$ cat src/hash_linear_probe_table_defines.svh
// Assertion macros shared by the hash table RTL.
`ifndef HASH_LINEAR_PROBE_TABLE_DEFINES_SVH
`define HASH_LINEAR_PROBE_TABLE_DEFINES_SVH

`ifndef NO_ASSERTIONS

// Property must hold at every clock edge outside reset
`define HLPT_ASSERT(lbl, clk, rst_n, prop) \
	lbl: assert property (@(posedge clk) disable iff (!rst_n) (prop)) \
		else $error("hash table assertion failed");

// Condition must never be seen outside reset
`define HLPT_NEVER(lbl, clk, rst_n, cond) \
	`HLPT_ASSERT(lbl, clk, rst_n, !(cond))

`else

`define HLPT_ASSERT(lbl, clk, rst_n, prop)
`define HLPT_NEVER(lbl, clk, rst_n, cond)

`endif

`endif

$ cat src/hlpt_pkg.sv
// Types, codes and field widths shared by the hash table modules.
`default_nettype none
package hlpt_pkg;

	// Field widths
	localparam int KEY_W      = 31;
	localparam int NAME_W     = 64;
	localparam int NAME_HI_W  = 32;
	localparam int QTY_W      = 31;
	localparam int PRICE_W    = 32;
	localparam int CMD_W      = 2;
	localparam int STATUS_W   = 3;
	localparam int IDX_W      = 4;
	localparam int REC_W      = KEY_W + 2 * NAME_W + NAME_HI_W + QTY_W + PRICE_W;
	localparam int S_TDATA_W  = ((REC_W + 7) / 8) * 8;
	localparam int M_TDATA_W  = ((REC_W + IDX_W + 7) / 8) * 8;
	localparam int M_PAD_W    = M_TDATA_W - REC_W - IDX_W;

	// Command codes
	localparam logic [CMD_W-1:0] CMD_INSERT = 2'd0;
	localparam logic [CMD_W-1:0] CMD_SEARCH = 2'd1;
	localparam logic [CMD_W-1:0] CMD_CLEAR  = 2'd2;

	// Result status codes
	localparam logic [STATUS_W-1:0] ST_INSERTED  = 3'd0;
	localparam logic [STATUS_W-1:0] ST_FULL      = 3'd1;
	localparam logic [STATUS_W-1:0] ST_FOUND     = 3'd2;
	localparam logic [STATUS_W-1:0] ST_NOT_FOUND = 3'd3;
	localparam logic [STATUS_W-1:0] ST_KEY_ZERO  = 3'd4;
	localparam logic [STATUS_W-1:0] ST_CLEARED   = 3'd5;

	// One stored record, key in the low bits as on the stream
	typedef struct packed {
		logic [PRICE_W-1:0]   price;
		logic [QTY_W-1:0]     quantity;
		logic [NAME_HI_W-1:0] name_high;
		logic [NAME_W-1:0]    name_mid;
		logic [NAME_W-1:0]    name_low;
		logic [KEY_W-1:0]     key;
	} record_t;

	// Controller to datapath
	typedef struct packed {
		logic                capture;
		logic                div_start;
		logic                probe_start;
		logic                rd;
		logic                wr_ins;
		logic                clr_start;
		logic                clr_wr;
		logic                cnt_clr;
		logic                res_load;
		logic [STATUS_W-1:0] res_status;
		logic                res_slot_sel;
		logic                res_found;
		logic                out_load;
	} ctrl_cmd_t;

	// Datapath to controller
	typedef struct packed {
		logic [CMD_W-1:0] cmd;
		logic             key_zero;
		logic             full;
		logic             div_done;
		logic             rvalid;
		logic             hit_empty;
		logic             hit_match;
		logic             probe_last;
		logic             clr_last;
		logic             out_free;
	} dp_stat_t;

endpackage
`default_nettype wire

$ cat src/hlpt_mod.sv
// Key modulo table size by reciprocal multiplication and a back-subtract, both registered.
`default_nettype none
module hlpt_mod import hlpt_pkg::*; #(
	parameter int TABLE_SIZE = 11
) (
	input  wire logic                              clk,
	input  wire logic                              arst_n,
	input  wire logic                              start,
	input  wire logic [KEY_W-1:0]                  dividend,
	output logic                                   done,
	output logic [$clog2(TABLE_SIZE)-1:0]          rem
);

	localparam int SLOT_W = $clog2(TABLE_SIZE);
	// quotient = (key * RCP_M) >> RCP_SH, exact for every key of KEY_W bits
	localparam int RCP_SH = KEY_W + SLOT_W;
	localparam int RCP_W  = KEY_W + 1;
	localparam int PROD_W = 2 * KEY_W + 1;
	localparam int QUO_W  = PROD_W - RCP_SH;
	localparam longint unsigned RCP_FULL =
		((64'd1 << RCP_SH) + 64'(TABLE_SIZE) - 64'd1) / 64'(TABLE_SIZE);
	localparam logic [RCP_W-1:0] RCP_M = RCP_W'(RCP_FULL);

	logic [PROD_W-1:0] prod;
	logic [QUO_W-1:0]  quo_s1;
	logic [KEY_W-1:0]  key_s1;
	logic              valid_s1;
	logic [KEY_W-1:0]  back;
	logic              done_q;
	logic [SLOT_W-1:0] rem_q;

	// Multiply: quotient from the reciprocal (31 x 32 bit product)
	assign prod = PROD_W'(dividend) * PROD_W'(RCP_M);

	// Back-subtract: remainder = key - quotient * table size
	assign back = KEY_W'(quo_s1) * KEY_W'(TABLE_SIZE);

	// Sequencing
	always_ff @(posedge clk or negedge arst_n) begin
		if (!arst_n) begin
			valid_s1 <= 1'b0;
			done_q   <= 1'b0;
		end else begin
			valid_s1 <= start;
			done_q   <= valid_s1;
		end
	end

	// Quotient and remainder registers
	always_ff @(posedge clk) begin
		if (start) begin
			quo_s1 <= prod[PROD_W-1:RCP_SH];
			key_s1 <= dividend;
		end
		if (valid_s1) begin
			rem_q <= SLOT_W'(key_s1 - back);
		end
	end

	assign done = done_q;
	assign rem  = rem_q;

endmodule
`default_nettype wire

$ cat src/hlpt_dp.sv
// Datapath: request registers, slot memory, probe pointer, result and output registers.
`default_nettype none
`include "hash_linear_probe_table_defines.svh"
module hlpt_dp import hlpt_pkg::*; #(
	parameter int TABLE_SIZE = 11
) (
	input  wire logic                  clk,
	input  wire logic                  arst_n,
	input  wire ctrl_cmd_t             cmd,
	output dp_stat_t                   stat,
	input  wire logic [S_TDATA_W-1:0]  s_tdata,
	input  wire logic [CMD_W-1:0]      s_tuser,
	output logic                       m_tvalid,
	input  wire logic                  m_tready,
	output logic [M_TDATA_W-1:0]       m_tdata,
	output logic [STATUS_W-1:0]        m_tuser
);

	localparam int SLOT_W = $clog2(TABLE_SIZE);
	localparam int CNT_W  = $clog2(TABLE_SIZE);
	localparam logic [SLOT_W-1:0] LAST_SLOT = SLOT_W'(TABLE_SIZE - 1);

	// Captured request
	logic [CMD_W-1:0]    cmd_q;
	record_t             rec_in_q;

	// Probe / sweep pointer and memory read stage
	logic [SLOT_W-1:0]   ptr_q;
	logic [SLOT_W-1:0]   ptr_inc;
	logic [SLOT_W-1:0]   hash_rem;
	logic                div_done;
	logic [SLOT_W-1:0]   eval_cnt_q;
	logic [SLOT_W-1:0]   raddr_s1;
	logic                rvalid_s1;
	record_t             rdata_s1;
	record_t             mem [TABLE_SIZE];

	// Occupancy and result
	logic [CNT_W-1:0]    count_q;
	logic [STATUS_W-1:0] res_status_q;
	logic [SLOT_W-1:0]   res_slot_q;
	logic                res_found_q;

	// Output register
	logic                m_tvalid_q;
	logic [M_TDATA_W-1:0] m_tdata_q;
	logic [STATUS_W-1:0] m_tuser_q;

	// Request capture
	always_ff @(posedge clk) begin
		if (cmd.capture) begin
			cmd_q    <= s_tuser;
			rec_in_q <= record_t'(s_tdata[REC_W-1:0]);
		end
	end

	// Home slot
	hlpt_mod #(
		.TABLE_SIZE (TABLE_SIZE)
	) u_mod (
		.clk      (clk),
		.arst_n   (arst_n),
		.start    (cmd.div_start),
		.dividend (rec_in_q.key),
		.done     (div_done),
		.rem      (hash_rem)
	);

	// Next slot with wraparound
	assign ptr_inc = (ptr_q == LAST_SLOT) ? '0 : ptr_q + 1'b1;

	// Pointer, probe counter, read valid flag and occupancy count
	always_ff @(posedge clk or negedge arst_n) begin
		if (!arst_n) begin
			ptr_q      <= '0;
			eval_cnt_q <= '0;
			rvalid_s1  <= 1'b0;
			count_q    <= '0;
		end else begin
			rvalid_s1 <= cmd.rd;
			if (cmd.probe_start) begin
				ptr_q <= hash_rem;
			end else if (cmd.clr_start) begin
				ptr_q <= '0;
			end else if (cmd.rd || cmd.clr_wr) begin
				ptr_q <= ptr_inc;
			end
			if (cmd.probe_start) begin
				eval_cnt_q <= '0;
			end else if (rvalid_s1) begin
				eval_cnt_q <= eval_cnt_q + 1'b1;
			end
			if (cmd.cnt_clr) begin
				count_q <= '0;
			end else if (cmd.wr_ins) begin
				count_q <= count_q + 1'b1;
			end
		end
	end

	// Slot memory: one write and one registered read per cycle
	always_ff @(posedge clk) begin
		if (cmd.wr_ins) begin
			mem[raddr_s1] <= rec_in_q;
		end else if (cmd.clr_wr) begin
			mem[ptr_q] <= '0;
		end
		if (cmd.rd) begin
			rdata_s1 <= mem[ptr_q];
			raddr_s1 <= ptr_q;
		end
	end

	// Result held until the output register frees
	always_ff @(posedge clk) begin
		if (cmd.res_load) begin
			res_status_q <= cmd.res_status;
			res_slot_q   <= cmd.res_slot_sel ? raddr_s1 : '0;
			res_found_q  <= cmd.res_found;
		end
	end

	// Output register
	always_ff @(posedge clk or negedge arst_n) begin
		if (!arst_n) begin
			m_tvalid_q <= 1'b0;
		end else if (cmd.out_load) begin
			m_tvalid_q <= 1'b1;
		end else if (m_tready) begin
			m_tvalid_q <= 1'b0;
		end
	end

	always_ff @(posedge clk) begin
		if (cmd.out_load) begin
			m_tdata_q <= {{M_PAD_W{1'b0}}, IDX_W'(res_slot_q),
				res_found_q ? rdata_s1 : record_t'('0)};
			m_tuser_q <= res_status_q;
		end
	end

	assign m_tvalid = m_tvalid_q;
	assign m_tdata  = m_tdata_q;
	assign m_tuser  = m_tuser_q;

	// Status back to the controller
	always_comb begin
		stat            = '0;
		stat.cmd        = cmd_q;
		stat.key_zero   = (rec_in_q.key == '0);
		stat.full       = (count_q >= CNT_W'(TABLE_SIZE - 1));
		stat.div_done   = div_done;
		stat.rvalid     = rvalid_s1;
		stat.hit_empty  = (rdata_s1.key == '0);
		stat.hit_match  = (rdata_s1.key == rec_in_q.key);
		stat.probe_last = (eval_cnt_q == LAST_SLOT);
		stat.clr_last   = (ptr_q == LAST_SLOT);
		stat.out_free   = !m_tvalid_q || m_tready;
	end

	`HLPT_ASSERT(a_count_bound, clk, arst_n, count_q <= CNT_W'(TABLE_SIZE - 1))
	`HLPT_ASSERT(a_ins_not_full, clk, arst_n, cmd.wr_ins |-> count_q < CNT_W'(TABLE_SIZE - 1))
	`HLPT_ASSERT(a_found_is_match, clk, arst_n, (cmd.res_load && cmd.res_found) |-> (rvalid_s1 && rdata_s1.key == rec_in_q.key && rec_in_q.key != '0))

endmodule
`default_nettype wire

$ cat src/hlpt_ctrl.sv
// Controller: sequences clearing sweep, hashing, probing and result hand-off.
`default_nettype none
`include "hash_linear_probe_table_defines.svh"
module hlpt_ctrl import hlpt_pkg::*; (
	input  wire logic      clk,
	input  wire logic      arst_n,
	input  wire logic      s_tvalid,
	output logic           s_tready,
	input  wire dp_stat_t  stat,
	output ctrl_cmd_t      cmd
);

	localparam logic [2:0] S_INIT     = 3'd0;
	localparam logic [2:0] S_IDLE     = 3'd1;
	localparam logic [2:0] S_DISPATCH = 3'd2;
	localparam logic [2:0] S_HASH     = 3'd3;
	localparam logic [2:0] S_PROBE    = 3'd4;
	localparam logic [2:0] S_CLR      = 3'd5;
	localparam logic [2:0] S_DONE     = 3'd6;

	logic [2:0] state_q;
	logic [2:0] state_d;

	// Next state and commands
	always_comb begin
		cmd      = '0;
		state_d  = state_q;
		s_tready = 1'b0;
		case (state_q)
			S_INIT, S_CLR: begin
				cmd.clr_wr = 1'b1;
				if (stat.clr_last) begin
					cmd.cnt_clr = 1'b1;
					if (state_q == S_INIT) begin
						state_d = S_IDLE;
					end else begin
						cmd.res_load   = 1'b1;
						cmd.res_status = ST_CLEARED;
						state_d        = S_DONE;
					end
				end
			end
			S_IDLE: begin
				s_tready = 1'b1;
				if (s_tvalid) begin
					cmd.capture = 1'b1;
					state_d     = S_DISPATCH;
				end
			end
			S_DISPATCH: begin
				case (stat.cmd)
					CMD_INSERT: begin
						if (stat.key_zero) begin
							cmd.res_load   = 1'b1;
							cmd.res_status = ST_KEY_ZERO;
							state_d        = S_DONE;
						end else if (stat.full) begin
							cmd.res_load   = 1'b1;
							cmd.res_status = ST_FULL;
							state_d        = S_DONE;
						end else begin
							cmd.div_start = 1'b1;
							state_d       = S_HASH;
						end
					end
					CMD_SEARCH: begin
						if (stat.key_zero) begin
							cmd.res_load   = 1'b1;
							cmd.res_status = ST_NOT_FOUND;
							state_d        = S_DONE;
						end else begin
							cmd.div_start = 1'b1;
							state_d       = S_HASH;
						end
					end
					CMD_CLEAR: begin
						cmd.clr_start = 1'b1;
						state_d       = S_CLR;
					end
					default: begin
						cmd.res_load   = 1'b1;
						cmd.res_status = ST_NOT_FOUND;
						state_d        = S_DONE;
					end
				endcase
			end
			S_HASH: begin
				if (stat.div_done) begin
					cmd.probe_start = 1'b1;
					state_d         = S_PROBE;
				end
			end
			S_PROBE: begin
				// one read per cycle; each slot is checked the cycle after
				cmd.rd = 1'b1;
				if (stat.rvalid) begin
					if (stat.cmd == CMD_INSERT) begin
						if (stat.hit_empty) begin
							cmd.rd           = 1'b0;
							cmd.wr_ins       = 1'b1;
							cmd.res_load     = 1'b1;
							cmd.res_status   = ST_INSERTED;
							cmd.res_slot_sel = 1'b1;
							state_d          = S_DONE;
						end else if (stat.probe_last) begin
							cmd.rd         = 1'b0;
							cmd.res_load   = 1'b1;
							cmd.res_status = ST_FULL;
							state_d        = S_DONE;
						end
					end else begin
						if (stat.hit_match) begin
							cmd.rd           = 1'b0;
							cmd.res_load     = 1'b1;
							cmd.res_status   = ST_FOUND;
							cmd.res_slot_sel = 1'b1;
							cmd.res_found    = 1'b1;
							state_d          = S_DONE;
						end else if (stat.hit_empty || stat.probe_last) begin
							cmd.rd         = 1'b0;
							cmd.res_load   = 1'b1;
							cmd.res_status = ST_NOT_FOUND;
							state_d        = S_DONE;
						end
					end
				end
			end
			S_DONE: begin
				if (stat.out_free) begin
					cmd.out_load = 1'b1;
					state_d      = S_IDLE;
				end
			end
			default: begin
				state_d = S_INIT;
			end
		endcase
	end

	// State register
	always_ff @(posedge clk or negedge arst_n) begin
		if (!arst_n) begin
			state_q <= S_INIT;
		end else begin
			state_q <= state_d;
		end
	end

	`HLPT_NEVER(a_no_rd_on_write, clk, arst_n, cmd.wr_ins && cmd.rd)
	`HLPT_ASSERT(a_out_load_free, clk, arst_n, cmd.out_load |-> stat.out_free)
	`HLPT_ASSERT(a_hash_to_probe, clk, arst_n, (state_q == S_HASH) |=> (state_q == S_HASH || state_q == S_PROBE))

endmodule
`default_nettype wire

$ cat src/hash_linear_probe_table.sv
// Top level: open-addressing stock table with linear probing.
//
// Requests enter on the s_ group: s_tuser carries the command (insert, search,
// clear), s_tdata the key and record. One result per request leaves on the m_
// group: m_tuser the status, m_tdata the found record and slot number.
// The home slot is key mod TABLE_SIZE, worked out by a reciprocal multiply and
// a back-subtract. Probing then reads one slot per cycle from the slot memory
// and checks each slot in the next cycle; probing visits at most TABLE_SIZE
// slots. A zero key, an insert into a full table or an unknown command is
// answered straight from dispatch, without hashing or probing. Clear sweeps
// the memory, one slot a cycle. One request is worked on at a time; the next
// is taken in the cycle after the result has moved into the output register.
// After reset the block sweeps every slot empty with s_tready low. A stalled
// m_tready holds the result in the output register; the block accepts one
// more request but holds its result until the register frees.
`default_nettype none
module hash_linear_probe_table import hlpt_pkg::*; #(
	parameter int TABLE_SIZE = 11
) (
	input  wire logic                  clk,
	input  wire logic                  arst_n,
	input  wire logic                  s_tvalid,
	output logic                       s_tready,
	// key, name_low, name_mid, name_high, quantity, price_bits
	input  wire logic [S_TDATA_W-1:0]  s_tdata,
	// command
	input  wire logic [CMD_W-1:0]      s_tuser,
	output logic                       m_tvalid,
	input  wire logic                  m_tready,
	// found_key, found_name_low, found_name_mid, found_name_high,
	// found_quantity, found_price_bits, slot_index
	output logic [M_TDATA_W-1:0]       m_tdata,
	// status
	output logic [STATUS_W-1:0]        m_tuser
);

	ctrl_cmd_t cmd;
	dp_stat_t  stat;

	hlpt_ctrl u_ctrl (
		.clk      (clk),
		.arst_n   (arst_n),
		.s_tvalid (s_tvalid),
		.s_tready (s_tready),
		.stat     (stat),
		.cmd      (cmd)
	);

	hlpt_dp #(
		.TABLE_SIZE (TABLE_SIZE)
	) u_dp (
		.clk      (clk),
		.arst_n   (arst_n),
		.cmd      (cmd),
		.stat     (stat),
		.s_tdata  (s_tdata),
		.s_tuser  (s_tuser),
		.m_tvalid (m_tvalid),
		.m_tready (m_tready),
		.m_tdata  (m_tdata),
		.m_tuser  (m_tuser)
	);

endmodule
`default_nettype wire
$ cat config.mk
export PLATFORM = sky130hd
export DESIGN_NAME = hash_linear_probe_table
export DESIGN_NICKNAME = d
export VERILOG_FILES = /design/src/hlpt_pkg.sv /design/src/hlpt_mod.sv /design/src/hlpt_dp.sv /design/src/hlpt_ctrl.sv /design/src/hash_linear_probe_table.sv
export VERILOG_INCLUDE_DIRS = /design/src /design/src/src
export SDC_FILE = /design/constraint.sdc
export NUM_CORES = 2
export LEC_CHECK = 0
export ABC_AREA = 1
export CAP_MARGIN = 20
export CORE_ASPECT_RATIO = 1.5
export CORE_UTILIZATION = 54
export DETAILED_ROUTE_END_ITERATION = 16
export DONT_BUFFER_PORTS = 1
export PLACE_DENSITY = 0.71
export SYNTH_ARGS = -nofsm -noshare
export SYNTH_HDL_FRONTEND = slang
export SYNTH_HIERARCHICAL = 1
export SYNTH_SLANG_ARGS = --single-unit
$ cat constraint.sdc
create_clock -name clk -period 24.8 [get_ports clk]
set_clock_uncertainty 0.05 [all_clocks]
set_input_delay 3.72 -clock clk [delete_from_list [all_inputs] [get_ports clk]]
set_output_delay 3.72 -clock clk [all_outputs]
set_load 0.02 [all_outputs]
# --- Word level (Yosys, flattened, before mapping) ---
# Memory sizes are Yosys's and may differ from the RTL's. A register that Yosys moved wholly into a read port is not among the register bits.
# Index checks and enable logic that the tools add are counted.
totals:
  memories: 1
  out_inout_bits: 269
  elab_cells: 143
  ram_bits: 2794
  register_bits: 584
  inputBits: 262
classes:
  mul: 2
  n_lt_le_gt_ge: 1
  reduce_logical: 16
  bitwise: 2
  n_mux: 74
  n_addsub: 4
  n_eq_ne: 18
mem_list:
  columns: ["name", "depth", "width", "rd", "rd_ports_with_merged_regs", "wr", "line_no", "rtl"]
  rows:
  - ["u_dp.mem", 11, 254, 1, 1, 1, "hlpt_dp.sv:36", "record_t mem [TABLE_SIZE];"]
ops:
  columns: ["op", "count"]
  rows:
  - ["254-bit 2-to-1 mux", 1]
  - ["254-bit OR reduction", 1]
  - ["4-bit 2-to-1 mux", 17]
  - ["31-bit by 32-bit multiplier with 63-bit output (second input constant)", 1]
  - ["31-bit logical NOT", 2]
  - ["3-bit 2-to-1 mux", 14]
  - ["31-bit equality test", 1]
  - ["1-bit 2-to-1 mux", 29]
  - ["28-bit by 4-bit multiplier with 4-bit output (second input constant)", 1]
  - ["4-bit one-hot mux with 3 select lines", 2]
  - ["3-bit one-hot mux with 6 select lines", 1]
  - ["4-bit by 1-bit adder with 4-bit output (second input constant)", 3]
  - ["2-bit 2-to-1 mux", 5]
  - ["5-bit 2-to-1 mux", 2]
  - ["3-bit equality test (second input constant)", 3]
  - ["3-bit one-hot mux with 3 select lines", 1]
  - ["4-bit equality test (second input constant)", 2]
  - ["4-bit by 2-bit inequality test with 1-bit output (second input constant)", 2]
  - ["7-bit AND reduction", 1]
  - ["3-bit by 2-bit equality test with 1-bit output (second input constant)", 2]
  - ["6-bit 2-to-1 mux", 1]
  - ["2-bit inequality test (second input constant)", 3]
  - ["2-bit nonzero test", 3]
  - ["4-bit >= comparator (second input constant)", 1]
  - ["14 further kinds", 18]

# --- Logic depth before layout (Yosys ltp) ---
depth:
  word_depth: 11
  depth_mapped: 28
  ltp_nobuf: 28

# --- Cells and area by module ---
# Netlist, hierarchy kept.
by_module_without_submodules:
  columns: ["mod", "cells_each", "instances", "area_each_um2", "seq_area_each_um2"]
  rows:
  - ["hlpt_dp", 10563, 1, 138296.4, 107763.4]
  - ["hlpt_mod", 1122, 1, 10455.0, 410.4]
  - ["hlpt_ctrl", 90, 1, 508.0, 75.1]

# --- Least setup slack after synthesis ---
# Ideal clock, no wire load.
synth_timing:
  path_kind: "in2reg"
  start: "input port m_tready"
  end: "register u_dp.m_tdata_q[0] (netlist: u_dp/m_tdata[0]) (enable)"
  setup_slack_ns: 9.229
  n_path_buf: 0
  setup_ns: 0.889
  path_stages: 4
  t_arrival_ns: 14.632
  path_cell_list: "inv_1 nand2_1 inv_1 nor2_1"
synth_rtl:
  columns: ["element", "line_no", "rtl"]
  rows:
  - ["from (decl)", "hash_linear_probe_table.sv:29", "input wire logic m_tready,"]
  - ["to (signal assigned)", "hlpt_dp.sv:136", "m_tdata_q <= {{M_PAD_W{1'b0}}, IDX_W'(res_slot_q),"]
  - ["to (decl)", "hlpt_dp.sv:46", "logic [M_TDATA_W-1:0] m_tdata_q;"]

==> impl_summary.md <==
Worst setup path
The setup slack of the worst register-to-register path is around 17 ns. The worst register-to-register path has a depth of 16. The data arrival time at the worst-slack endpoint is ~8.5 ns. The worst setup path is launched from a flop. The largest fanout of any net on the critical path is a little under 70. The critical path capture point type is a flop. The critical setup path kind is reg2reg. STA puts the critical path data required time at about 25 ns.

Drt
Dividing the detail-routed wire length by the instance count gives approximately 24 µm. The number of vias after detailed routing is 90.0k. The DRC marker count from the first detailed-route iteration is roughly 9k. The first TritonRoute pass finished after 6 iterations. The count of nets left with antenna violations once routing finished came out at 0. Wires add up to ~370 mm. The mean number of vias per cell is around 5.8. The final routed DRC violation total is 0.

Global route
The number of global-route vias before repair is 89.4k. Summed over all layers, the global routing overflow is 0. Entering global routing, the biggest net connects ~210 pins. The initial antenna violation count is 6. The aggregate global-route resource usage is 26.0%. The first-pass GRT wire length is between 500 and 600 mm.

Yosys
The post-synthesis simple-gate area fraction is 14.0%. Synthesis inferred 3,608 register bits. After synthesis, the largest family of logic cells by area is simple AND/OR/NAND/NOR gates. The multiplexer share of the synthesized area is 0%.

The average instance area after synthesis is ~13 µm². The synthesized netlist devotes under 10% of its cell area to compound gates. The number of enable-type register cells in the synthesized netlist is roughly 3.6k. Yosys attributes the largest share of cell area to edfxtp_1 (72%), nand2_1 (8.0%), nand3_1 (3.6%). For this run, asynchronously set or reset flops after synthesis account for less than 1%. The dominant register cell in the synthesized netlist is edfxtp_1. Of the total synthesized cell area, the portion taken by XOR and XNOR cells is less than 1%. Yosys printed 6 warnings. The largest area contributor in the synthesized netlist is edfxtp_1. In this run the biggest area consumer among cell types represents between 70% and 80% of the synthesized area.

Summing every instance area after synthesis gives around 0.15 mm². For this run, the register share of the synthesized area comes to between 70% and 80%. The netlist uses 48 different library cells.

The arithmetic-cell share of the synthesized area counting full adders, half adders and majority gates is roughly 4.9%. In the synthesized netlist, the number of instances is 11.8k.

STA
The routed design could run at a clock period as short as ~8 ns. The highest attainable clock frequency is roughly 130 MHz. The number of max-slew violations in the final report was 0. The setup violation total in the final timing report is 0. The slew of the pin with the lowest slew margin is between 1 and 1.5 ns. The final clock period utilization by the worst path is 32.3%. The worst max-slew margin expressed relative to the limit is 3.48%.

For the final routed database, the setup TNS stands at 0 ns. Setup repair after global routing left no endpoint under its margin. The number of hold violations in the final report is 0.

Finish
The library cell used most frequently in the layout, excluding fill and tap cells, is edfxtp_1. The area growth from synthesis to layout is 9.37%. Counting the fill cells in the layout gives approximately 21k.

The multi-input combinational cells in the finished layout cover a total of around 0.034 mm². In the final layout, flip-flops and latches occupy around 0.11 mm². In the final layout, the share of cells above drive strength 1 is 5.55%. In the layout the commonest cells are edfxtp_1 (3,589), nand2_1 (3,190), inv_1 (1,090). The number of nets in the layout is around 12k.

Die
After floorplanning, the core was divided into between 200 and 250 placement rows. The number of ports placed on the die boundary is 531. The overall die area is ~0.28 mm². The floorplan step set the die height to about 650 µm. The die is between 400 and 500 µm wide.

The placeable core region is around 0.28 mm². The starting utilization of the core area is a little over half.

Clocking
Clock-pin slew was measured on the worst setup and hold paths at ~0.06 ns. The clock passes through at most 4 buffers. The number of buffers created by CTS is between 300 and 400. The H-tree was split into 5 levels. Counting every sink on the clock net gives between 3k and 4k. The post-CTS setup buffer count is 0. The number of hold buffers added after CTS was 0. The later-pin clock latency in the skew report is approximately 0.90 ns. The clock root buffer master is clkbuf_16. TritonCTS built the clock tree. Post-CTS repair changed the size of 0 cells.

Place
The total of buffers placed on input and output ports is 0. At the end of routability-driven placement, the weighted congestion stood at around 0.90. Summed over all nets, the half-perimeter wirelength after detailed placement is 198 mm.

Flow run
Max-cap violations in this run came to 0.

Worst hold path
Along the worst hold path, the cell count comes to 0. The type of the worst min-delay path is reg2reg.

Status
The flow ran to the end, and the final reports show no timing, DRC or antenna violations.
## cell families after synthesis
kind of cell | Yosys count
AO/OA/AOI/OAI | 918
XOR/XNOR | 28
AND/OR/NAND/NOR | 5068
other | 1
flip-flops | 3608
buffers and inverters | 1703
adder cells (fa/ha/maj) | 449
## synth_stat cells (2+ instances only)
master	n
nor3_1	4
nor2_2	7
o21bai_1	6
o21ai_0	248
or2_2	3
nand4_1	113
dfrtp_1	19
o21ai_1	75
nor4_1	7
inv_2	8
buf_1	52
nand2_1	3190
xnor2_1	11
buf_4	61
nor2_1	640
a21oi_1	194
o211ai_1	378
nand2_2	2
nand3_2	4
fa_1	221
buf_6	19
nor3_2	3
ha_1	228
xor2_1	17
nand3_1	1062
nand3b_1	25
edfxtp_1	3589
o21a_1	3
buf_2	195
a21o_1	7
clkbuf_1	273
and3_1	2
inv_1	1094
## through the flow
step	std cells	setup WS [ns]	hold slack, ns	instance area [µm²]	util, %
final	15600	16.80	0.371	163000	59.3
after global routing	15600	16.62	0.388	163000	59.3
after CTS	15600	16.76	0.374	163000	59.3
after detailed placement	15000	16.86	0.357	152000	55.4
after global placement	15000	17.08	0.358	152000	55.4
after floorplan	11800	9.23	0.350	149000	-
## worst max-delay path: stages, from the launching register on
cell      delay (ns)
edfxtp_1        0.46
inv_1           0.11
nand4_1         0.12
nor2_1          0.16
nand3_1         0.28
nor2_1          0.45
and3_1          0.36
inv_1           0.09
nand2_1         0.26
inv_8           0.29
o21ai_0         0.40
nand3b_1        0.35
nor2_4          0.83
buf_4           0.89
buf_4           0.82
buf_4           0.83
buf_4           0.66
## cell type report
| cell class | instances | area share, % |
|---|---|---|
| flip-flops and latches | 3608 | 66.3 |
| multi-input cells | 6469 | 20.9 |
| clock buffers | 405 | 5.38 |
| well taps | 3689 | 2.83 |
| inverters | 1103 | 2.57 |
| clock inverters | 197 | 1.21 |
| repair buffers | 135 | 0.780 |
| diodes | 3 | 0.00460 |
## registers in the layout, indices dropped and copies added, names as in the netlist, 4 cells and up
register,count
u_dp/count_q,4
u_dp/eval_cnt_q,4
u_dp/m_tdata,258
u_dp/mem,2794
u_dp/ptr_q,4
u_dp/raddr_s1,4
u_dp/rdata_s1,254
u_dp/rec_in_q,254
u_dp/res_slot_q,4
u_dp/u_mod/key_s1,4
u_dp/u_mod/quo_s1,4
u_dp/u_mod/rem,4
## worst paths after layout
path,startpoint,endpoint
max in group asynchronous,arst_n,u_dp/ptr_q[3]$_DFFE_PN0P_
worst max register to register,u_dp/rdata_s1[18]$_DFFE_PP_,u_dp/mem[8][99]$_DFFE_PP_
worst min-delay path,u_dp/res_status_q[0]$_DFFE_PP_,u_dp/m_tuser[0]$_DFFE_PP_
worst min register to register,u_dp/res_status_q[0]$_DFFE_PP_,u_dp/m_tuser[0]$_DFFE_PP_
min in group asynchronous,arst_n,u_dp/ptr_q[0]$_DFFE_PN0P_
worst max-delay path,u_dp/rdata_s1[18]$_DFFE_PP_,u_dp/mem[8][99]$_DFFE_PP_
## layer usage
layer  vias up  part of all wire (%)  GRT usage [%]
li1      40300                     -              -
met1     44800                    39           33.9
met2      4155                    49           43.5
met3       828                   7.4           3.09
met4         2                   4.9           12.4
met5         -                0.0035              0
Power is left out: the tool's default activity adds up to more than one toggle a clock period on the data nets, which glitch-free logic cannot reach.
